<file path="config.mk">
export PLATFORM = sky130hd
export DESIGN_NAME = rsst_ctrl
export DESIGN_NICKNAME = d
export VERILOG_FILES = /design/src/rtl/rsst_pkg.sv /design/src/rtl/rsst_ctrl.sv
export SDC_FILE = /design/constraint.sdc
export NUM_CORES = 1
export LEC_CHECK = 0
export BUFFER_PORTS_ARGS = -buffer_cell sky130_fd_sc_hd__clkbuf_2
export CAP_MARGIN = 5
export CORE_ASPECT_RATIO = 1.75
export CORE_MARGIN = 4
export CORE_UTILIZATION = 34
export CTS_CLUSTER_DIAMETER = 150
export CTS_CLUSTER_SIZE = 20
export DETAILED_ROUTE_END_ITERATION = 6
export SLEW_MARGIN = 20
export SYNTH_ARGS = -nofsm -noshare
export SYNTH_HDL_FRONTEND = slang
export SYNTH_SLANG_ARGS = --single-unit
</file>
<file path="constraint.sdc">
create_clock -name clk -period 2 [get_ports clk]
set_input_delay 0.2 -clock clk [delete_from_list [all_inputs] [get_ports clk]]
set_output_delay 0.2 -clock clk [all_outputs]
set_load 0.02 [all_outputs]
</file>
<file path="src/rtl/rsst_pkg.sv">
package rsst_pkg;

    // Defaults for the top-level parameters
    localparam int MAX_ELEMENTS_DEF = 65536;
    localparam int ELEMENT_BITS_DEF = 32;

    // Fixed field widths
    localparam int CMD_W   = 2;
    localparam int RANGE_W = 17;
    localparam int VALUE_W = 32;
    localparam int SUM_W   = 48;
    localparam int IN_DATA_W  = 72;
    localparam int OUT_DATA_W = 48;

    // Request kinds
    localparam logic [CMD_W-1:0] CMD_LOAD   = 2'd0;
    localparam logic [CMD_W-1:0] CMD_QUERY  = 2'd1;
    localparam logic [CMD_W-1:0] CMD_SQRT   = 2'd2;
    localparam logic [CMD_W-1:0] CMD_UNUSED = 2'd3;

    // Controller states
    typedef enum logic [4:0] {
        ST_IDLE,
        ST_CLEAR,
        ST_LEAF_WR,
        ST_UP,
        ST_RD_L,
        ST_RD_R,
        ST_NODE_WR,
        ST_Q_LOOP,
        ST_Q_HI,
        ST_Q_SHIFT,
        ST_Q_FIN,
        ST_R_ROOT,
        ST_R_CHK,
        ST_R_RD,
        ST_R_GOT,
        ST_R_SQ,
        ST_R_SQLD,
        ST_R_NEXT
    } state_t;

    // Datapath commands, one per cycle
    typedef enum logic [4:0] {
        OP_NONE,
        OP_CFG,
        OP_CLR,
        OP_LOAD,
        OP_RANGE,
        OP_RD_ROOT,
        OP_LEAF_WR,
        OP_UP,
        OP_RD_L,
        OP_RD_R,
        OP_NODE_WR,
        OP_Q_LO,
        OP_Q_HI,
        OP_SHIFT,
        OP_RD_P,
        OP_SQ_START,
        OP_SQ_LOAD,
        OP_NEXT_P,
        OP_OUT
    } dp_op_t;

    // Datapath status toward the controller
    typedef struct packed {
        logic range_empty;
        logic pos_full;
        logic clr_last;
        logic lo_lt_hi;
        logic lo_odd;
        logic hi_odd;
        logic node_gt1;
        logic root_gt1;
        logic leaf_gt1;
        logic p_last;
        logic sq_done;
        logic out_free;
    } dp_status_t;

endpackage

</file>
<file path="src/rtl/rsst_ctrl.sv">
module rsst_ctrl (
    input  logic                         clk,
    input  logic                         rst_n,
    input  logic                         in_valid,
    input  logic [rsst_pkg::CMD_W-1:0]   in_cmd,
    input  logic                         cfg_valid,
    input  rsst_pkg::dp_status_t         status,
    output logic                         in_ready,
    output logic                         cfg_ready,
    output rsst_pkg::dp_op_t             op
);

    rsst_pkg::state_t state_reg, state_next;
    logic             sqrt_mode_reg, sqrt_mode_next;

    // Advance the sequencer
    always_ff @(posedge clk or negedge rst_n)
    begin
        if (!rst_n)
        begin
            state_reg     <= rsst_pkg::ST_IDLE;
            sqrt_mode_reg <= 1'b0;
        end
        else
        begin
            state_reg     <= state_next;
            sqrt_mode_reg <= sqrt_mode_next;
        end
    end

    // Next state and datapath command
    always_comb
    begin
        state_next     = state_reg;
        sqrt_mode_next = sqrt_mode_reg;
        op             = rsst_pkg::OP_NONE;
        cfg_ready      = (state_reg == rsst_pkg::ST_IDLE);
        in_ready       = (state_reg == rsst_pkg::ST_IDLE) && !cfg_valid;
        unique case (state_reg)
            rsst_pkg::ST_IDLE:
            begin
                if (cfg_valid)
                begin
                    op         = rsst_pkg::OP_CFG;
                    state_next = rsst_pkg::ST_CLEAR;
                end
                else if (in_valid)
                begin
                    case (in_cmd)
                        rsst_pkg::CMD_LOAD:
                        begin
                            if (!status.pos_full)
                            begin
                                op             = rsst_pkg::OP_LOAD;
                                sqrt_mode_next = 1'b0;
                                state_next     = rsst_pkg::ST_LEAF_WR;
                            end
                        end
                        rsst_pkg::CMD_QUERY:
                        begin
                            op         = rsst_pkg::OP_RANGE;
                            state_next = rsst_pkg::ST_Q_LOOP;
                        end
                        rsst_pkg::CMD_SQRT:
                        begin
                            if (!status.range_empty)
                            begin
                                op         = rsst_pkg::OP_RANGE;
                                state_next = rsst_pkg::ST_R_ROOT;
                            end
                        end
                        default:
                        begin
                            op = rsst_pkg::OP_NONE;
                        end
                    endcase
                end
            end
            // Zero the node store after a size write
            rsst_pkg::ST_CLEAR:
            begin
                op = rsst_pkg::OP_CLR;
                if (status.clr_last)
                begin
                    state_next = rsst_pkg::ST_IDLE;
                end
            end
            // Leaf write and walk toward the root
            rsst_pkg::ST_LEAF_WR:
            begin
                op         = rsst_pkg::OP_LEAF_WR;
                state_next = rsst_pkg::ST_UP;
            end
            rsst_pkg::ST_UP:
            begin
                if (status.node_gt1)
                begin
                    op         = rsst_pkg::OP_UP;
                    state_next = rsst_pkg::ST_RD_L;
                end
                else if (sqrt_mode_reg)
                begin
                    state_next = rsst_pkg::ST_R_NEXT;
                end
                else
                begin
                    state_next = rsst_pkg::ST_IDLE;
                end
            end
            rsst_pkg::ST_RD_L:
            begin
                op         = rsst_pkg::OP_RD_L;
                state_next = rsst_pkg::ST_RD_R;
            end
            rsst_pkg::ST_RD_R:
            begin
                op         = rsst_pkg::OP_RD_R;
                state_next = rsst_pkg::ST_NODE_WR;
            end
            rsst_pkg::ST_NODE_WR:
            begin
                op         = rsst_pkg::OP_NODE_WR;
                state_next = rsst_pkg::ST_UP;
            end
            // Range sum walk
            rsst_pkg::ST_Q_LOOP:
            begin
                if (!status.lo_lt_hi)
                begin
                    state_next = rsst_pkg::ST_Q_FIN;
                end
                else
                begin
                    if (status.lo_odd)
                    begin
                        op = rsst_pkg::OP_Q_LO;
                    end
                    state_next = rsst_pkg::ST_Q_HI;
                end
            end
            rsst_pkg::ST_Q_HI:
            begin
                if (status.hi_odd)
                begin
                    op = rsst_pkg::OP_Q_HI;
                end
                state_next = rsst_pkg::ST_Q_SHIFT;
            end
            rsst_pkg::ST_Q_SHIFT:
            begin
                op         = rsst_pkg::OP_SHIFT;
                state_next = rsst_pkg::ST_Q_LOOP;
            end
            rsst_pkg::ST_Q_FIN:
            begin
                if (status.out_free)
                begin
                    op         = rsst_pkg::OP_OUT;
                    state_next = rsst_pkg::ST_IDLE;
                end
            end
            // Range square root
            rsst_pkg::ST_R_ROOT:
            begin
                op         = rsst_pkg::OP_RD_ROOT;
                state_next = rsst_pkg::ST_R_CHK;
            end
            rsst_pkg::ST_R_CHK:
            begin
                state_next = status.root_gt1 ? rsst_pkg::ST_R_RD : rsst_pkg::ST_IDLE;
            end
            rsst_pkg::ST_R_RD:
            begin
                op         = rsst_pkg::OP_RD_P;
                state_next = rsst_pkg::ST_R_GOT;
            end
            rsst_pkg::ST_R_GOT:
            begin
                if (status.leaf_gt1)
                begin
                    op         = rsst_pkg::OP_SQ_START;
                    state_next = rsst_pkg::ST_R_SQ;
                end
                else
                begin
                    state_next = rsst_pkg::ST_R_NEXT;
                end
            end
            rsst_pkg::ST_R_SQ:
            begin
                if (status.sq_done)
                begin
                    state_next = rsst_pkg::ST_R_SQLD;
                end
            end
            rsst_pkg::ST_R_SQLD:
            begin
                op             = rsst_pkg::OP_SQ_LOAD;
                sqrt_mode_next = 1'b1;
                state_next     = rsst_pkg::ST_LEAF_WR;
            end
            rsst_pkg::ST_R_NEXT:
            begin
                if (status.p_last)
                begin
                    state_next = rsst_pkg::ST_IDLE;
                end
                else
                begin
                    op         = rsst_pkg::OP_NEXT_P;
                    state_next = rsst_pkg::ST_R_RD;
                end
            end
            default:
            begin
                state_next = rsst_pkg::ST_IDLE;
            end
        endcase
    end

endmodule

</file>
# Word level (Yosys, flattened, before mapping)

Index checks and enable logic that the tools add are counted.

Register bits after elaboration: 6
Bits of input ports: 18

Eq/ne operators: 30
Mux-type cells: 33
Reductions and logical operators: 8

Operator list:

| operator                                               | number |
|---|---|
| case mux 5 bit (17 select lines)                       | 1 |
| case mux 5 bit (16 select lines)                       | 1 |
| two-way mux 5 bit                                      | 14 |
| equality test 5 x 4 -> 1 bit (second input constant)   | 8 |
| case mux 5 bit (3 select lines)                        | 2 |
| two-way mux 4 bit                                      | 6 |
| equality test 5 x 3 -> 1 bit (second input constant)   | 4 |
| inequality test 2 bit (second input constant)          | 6 |
| equality test 5 x 2 -> 1 bit (second input constant)   | 2 |
| equality test 5 bit (second input constant)            | 2 |
| inequality test 4 bit (second input constant)          | 2 |
| AND reduction 7 bit                                    | 1 |
| two-way mux 3 bit                                      | 2 |
| equality test 5 x 1 -> 1 bit (second input constant)   | 1 |
| zero test 5 bit                                        | 1 |
| inequality test 5 x 2 -> 1 bit (second input constant) | 1 |
| AND reduction 5 bit                                    | 1 |
| two-way mux 1 bit                                      | 4 |
| two-way mux 2 bit                                      | 2 |
| inequality test 3 bit (second input constant)          | 1 |
| equality test 2 x 1 -> 1 bit (second input constant)   | 1 |
| equality test 2 bit (second input constant)            | 1 |
| zero test 2 bit                                        | 1 |
| inequality test 2 x 1 -> 1 bit (second input constant) | 1 |
| 5 further kinds                                        | 5 |

# Logic depth before layout (Yosys ltp)

Depth in word-level cells: 5
Depth in mapped cells: 7
Depth with buffers taken out: 7

# Least setup slack after synthesis

OpenSTA, ideal clock, no wires.

Kind: reg-to-output
Start point: reg state_reg[4]
End point: out op[2]
Data arrival time: 1.566 ns
Required time: 1.800 ns
Setup slack: 0.234 ns
Cell stages (with the launch flop): 5
Buffers on the path: 0
Path through: dfrtp_1 -> or3_4 -> nor4_4 -> a32oi_1 -> o31ai_1

Longest elaborated chain between the ends: 2
Elaborated cells on any way between the ends: 17
Classes of those cells: eq/ne: 15; mux: 1; reduce/logical: 1

RTL lines:

| element                                           | RTL line        | text |
|---|---|---|
| start: declaration                                | rsst_ctrl.sv:13 | `rsst_pkg::state_t state_reg, state_next;` |
| start signal: assignment                          | rsst_ctrl.sv:21 | `state_reg <= rsst_pkg::ST_IDLE;` |
| start signal: assignment                          | rsst_ctrl.sv:26 | `state_reg <= state_next;` |
| equality test 5 bit, or another cell as far along | rsst_ctrl.sv:39 | `unique case (state_reg)` |
| case mux 5 bit (16 select lines) *                | rsst_ctrl.sv:39 |  |
| end: declaration                                  | rsst_ctrl.sv:10 | `output rsst_pkg::dp_op_t op` |

Every way passes the cells marked *; elsewhere a longest branch is shown, timed or not.

# Final worst setup path

Start point: reg state_reg[0]
End point: out op[1]

Same word-level chain as after synthesis.

==> impl_results.html <==
<table>
<tr><th>Metric</th><th>Value</th></tr>
<tr><th colspan="2">Status</th></tr>
<tr><td>Status</td><td>finished, final reports clean</td></tr>
<tr><th colspan="2">Logic synthesis</th></tr>
<tr><td>Number of warnings reported in the yosys synthesis log</td><td>0</td></tr>
<tr><td>Top-area cell type share of the netlist area</td><td>15.5%</td></tr>
<tr><td>Synthesized flop and latch total</td><td>6</td></tr>
<tr><td>Number of instances in the synthesized netlist</td><td>132</td></tr>
<tr><td>FFs w/ async S/R, synth</td><td>100%</td></tr>
<tr><td>Biggest area contributors in the synthesized netlist</td><td>dfrtp_1 (16%), a21oi_1 (6.2%), nand2_1 (6.2%)</td></tr>
<tr><td>Most instantiated flip-flop cell in the synthesis netlist</td><td>dfrtp_1</td></tr>
<tr><td>Sequential-to-total area share from yosys stat</td><td>15.5%</td></tr>
<tr><td>Number of flops mapped to enable cells by yosys</td><td>0</td></tr>
<tr><td>Synthesized area per cell</td><td>roughly 7.3 sq um</td></tr>
<tr><td>Post-Synthesis Net Count</td><td>154</td></tr>
<tr><td>Post-synthesis instance area</td><td>a little under 1000 sq um</td></tr>
<tr><td>Post-synthesis cell type with the largest combined area</td><td>dfrtp_1</td></tr>
<tr><td>Count of distinct cell types in the synthesized netlist</td><td>46</td></tr>
<tr><th colspan="2">Detailed routing</th></tr>
<tr><td>Post-detailed-route via-to-cell ratio</td><td>~6.1</td></tr>
<tr><td>Remaining antenna violation count</td><td>0</td></tr>
<tr><td>Initial DRC Count</td><td>39</td></tr>
<tr><td>Number of remaining DRC errors</td><td>0</td></tr>
<tr><td>Routed via count</td><td>about 1100</td></tr>
<tr><td>Number of detailed-routing iterations run before antenna repair</td><td>4</td></tr>
<tr><td>Total wirelength of the detailed-routed design</td><td>2930 microns</td></tr>
<tr><td>Final routed wire length divided by cell count</td><td>15.6 microns</td></tr>
<tr><th colspan="2">Timing</th></tr>
<tr><td>Time the final worst path needs with I/O delays and setup</td><td>1.96 ns</td></tr>
<tr><td>Worst setup margin</td><td>0.0428 ns</td></tr>
<tr><td>Post-route clock skew</td><td>0.00184 ns</td></tr>
<tr><td>Setup TNS</td><td>0 ns</td></tr>
<tr><td>Final setup vio count</td><td>0</td></tr>
<tr><td>Final cycle utilization of the critical path</td><td>between 90% and 100%</td></tr>
<tr><td>Unrepaired setup endpoints after global routing</td><td>true</td></tr>
<tr><td>Worst slew margin relative to its limit</td><td>about 76%</td></tr>
<tr><td>Total count of hold-check failures in the final report</td><td>0</td></tr>
<tr><td>Maximum clock frequency</td><td>511 MHz</td></tr>
<tr><td>Slew at the pin closest to its max-slew limit</td><td>0.364 ns</td></tr>
<tr><td>Pins Over Slew Limit</td><td>0</td></tr>
<tr><th colspan="2">Die</th></tr>
<tr><td>Die boundary height</td><td>78.6 microns</td></tr>
<tr><td>Ports</td><td>25</td></tr>
<tr><td>Die span in x</td><td>48.3 microns</td></tr>
<tr><td>Initial Util</td><td>~36%</td></tr>
<tr><td>Number of placement rows</td><td>25</td></tr>
<tr><td>Area enclosed by the die boundary</td><td>3800 sq um</td></tr>
<tr><td>Core area</td><td>2720 sq um</td></tr>
<tr><th colspan="2">Placed design</th></tr>
<tr><td>Placed wire-length estimate after detailed placement</td><td>2460 microns</td></tr>
<tr><td>GPL Wtd Cong</td><td>0.846</td></tr>
<tr><td>Setup slack after placement</td><td>0.164 ns</td></tr>
<tr><td>Placed instance area</td><td>1150 sq um</td></tr>
<tr><td>IO Port Bufs</td><td>24</td></tr>
<tr><th colspan="2">Layout</th></tr>
<tr><td>Flip-flop count of the largest register, all copies and words added</td><td>5</td></tr>
<tr><td>Fraction of final layout cells with drive strength greater than 1</td><td>about a third</td></tr>
<tr><td>Final non-filler cell area</td><td>1220 sq um</td></tr>
<tr><td>Most common cell after layout, fill and taps aside</td><td>clkbuf_2</td></tr>
<tr><td>Fillcell total</td><td>288</td></tr>
<tr><td>Number of nets in the finished design</td><td>185</td></tr>
<tr><td>Area grow syn2layout</td><td>26.5%</td></tr>
<tr><td>Antenna Cells</td><td>0</td></tr>
<tr><td>Top library cells by usage in the layout, fill and taps aside</td><td>clkbuf_2 (22), nand2_1 (16), nor2_1 (13), a21oi_1 (12), buf_4 (10)</td></tr>
<tr><th colspan="2">Global route</th></tr>
<tr><td>Met1 Resource Use GR</td><td>between 10% and 20%</td></tr>
<tr><td>Largest net degree at the start of global routing</td><td>16</td></tr>
<tr><td>Grt met3 use</td><td>under 10%</td></tr>
<tr><td>Met2 usage</td><td>roughly 28%</td></tr>
<tr><td>Combined global-route utilization of all metal layers</td><td>15.6%</td></tr>
<tr><td>Total grt overflow</td><td>0</td></tr>
<tr><td>Global-route wire length before repair</td><td>4950 microns</td></tr>
<tr><td>Most congested layer reported by global routing</td><td>met2</td></tr>
<tr><td>Via count of the first global-routing pass</td><td>1140</td></tr>
<tr><td>Initial antenna violation count</td><td>0</td></tr>
<tr><th colspan="2">Flow run</th></tr>
<tr><td>Max_cap viols</td><td>0</td></tr>
<tr><th colspan="2">Clocking</th></tr>
<tr><td>Sinks on the clock net</td><td>6</td></tr>
<tr><td>CTS Buf Count</td><td>3</td></tr>
<tr><td>Max Buffers Root-to-Sink</td><td>2</td></tr>
<tr><td>CTS tree</td><td>done</td></tr>
<tr><td>CTS clk-pin slew, worst paths</td><td>~0.030 ns</td></tr>
<tr><td>Clock Latency Late Sink</td><td>0.22 ns</td></tr>
<tr><td>Count of H-tree levels built during CTS</td><td>1</td></tr>
<tr><td>Root buffer cell</td><td>clkbuf_8</td></tr>
<tr><th colspan="2">Setup path</th></tr>
<tr><td>Type of origin of the critical path</td><td>flip-flop</td></tr>
<tr><td>Data required time of the worst path</td><td>around 1.8 ns</td></tr>
<tr><td>Arr. time, crit path</td><td>1.76 ns</td></tr>
<tr><td>Critical path capture point type</td><td>output pin</td></tr>
<tr><td>Startpoint-to-endpoint class of the critical path</td><td>reg2out</td></tr>
<tr><td>CP max FO</td><td>4</td></tr>
<tr><th colspan="2">Power</th></tr>
<tr><td>Power per unit of standard cell area</td><td>1290 nW/um^2</td></tr>
<tr><td>Static Leak</td><td>about 0.52 nW</td></tr>
<tr><td>Highest ir drop seen on vdd</td><td>0.665 mV</td></tr>
<tr><th colspan="2">Worst hold path</th></tr>
<tr><td>Type of the tightest min-delay check</td><td>in2async</td></tr>
</table>
-- repair_timing --
action | in CTS | in global routing
setup buffers | 0 | 0
endpoints found under the setup margin | 5 | 4
hold buffers | 1 | 0
endpoints found under the hold margin | 6 | 0
gates resized for setup | 4 | 6
-- synthesized netlist by cell type (all sizes together), types with 3 or more instances --
master,n
nand2,16
nor2,13
a21oi,12
o21ai,11
buf,10
nand2b,9
nor3,8
dfrtp,6
ha,4
inv,4
nand3,3
-- where the power goes --
part / total [mW] / switching [mW] / internal [mW] / leakage [nW]
Clock: 0.174 / 0.0452 / 0.129 / 0.0216
Sequential: 0.228 / 0.0670 / 0.161 / 0.0760
Combinational: 1.18 / 0.692 / 0.484 / 0.420
Total: 1.58 / 0.804 / 0.774 / 0.518
-- final timing paths --
path | start | end | slack (ns) | cells after the start
setup reg to reg | state_reg[4] | state_reg[2] | 0.26 | 6
max in group asynchronous | rst_n | state_reg[4] | 1.49 | 2
hold reg to reg | sqrt_mode_reg | sqrt_mode_reg | 0.52 | 1
min in group clk | status[1] | state_reg[2] | 0.35 | 3
hold / removal | rst_n | state_reg[3] | 0.35 | 2
setup / recovery | state_reg[0] | op[1] | 0.04 | 6
-- metal layers --
layer / wire length (microns) / part of all wire, %
met5: 0 / 0
met1: 1160 / 39
met4: 34 / 1.2
met3: 143 / 4.9
met2: 1600 / 54
-- through the flow --
| step | total power, mW | hold slack (ns) | cells | util [%] |
|---|---|---|---|---|
| 6_report | 1.58 | 0.346 | 188 | 45.0 |
| 2_1_floorplan | 1.06 | -0.0956 | 132 | - |
| 5_1_grt | 1.70 | 0.379 | 188 | 45.0 |
| 4_1_cts | 1.56 | 0.342 | 188 | 44.6 |
| 3_3_place_gp | 1.37 | 0.0353 | 184 | 42.3 |
| 3_5_place_dp | 1.36 | 0.0350 | 184 | 42.3 |
-- logic make-up (layout without fill, tap and decap cells) --
group | count (synthesis) | after routing | share of synthesized area, %
simple gates | 59 | 59 | 34.2
compound gates | 48 | 48 | 37.1
fa+ha+maj | 4 | 4 | 5.17
mux | 1 | 1 | 1.16
flops | 6 | 6 | 15.5
buf+inv | 14 | 43 | 6.86
-- critical path, stage by stage (launching register included) --
cell and delay [ns]:
dfrtp_1 0.40, nand2b_1 0.17, a2111oi_2 0.43, nand2_1 0.09
a21oi_1 0.17, a211o_1 0.12, clkbuf_2 0.16
-- layout make-up --
| cell class | count | area, sq um | share of cell area, % |
|---|---|---|---|
| timing repair buffer | 36 | 216 | 17.7 |
| multi-input combinational | 112 | 763 | 62.4 |
| clock buffer | 3 | 41.3 | 3.37 |
| sequential | 6 | 154 | 12.6 |
| inverter | 4 | 15.0 | 1.23 |
| tap | 27 | 33.8 | 2.76 |
Power figures use the tool's default switching activity.
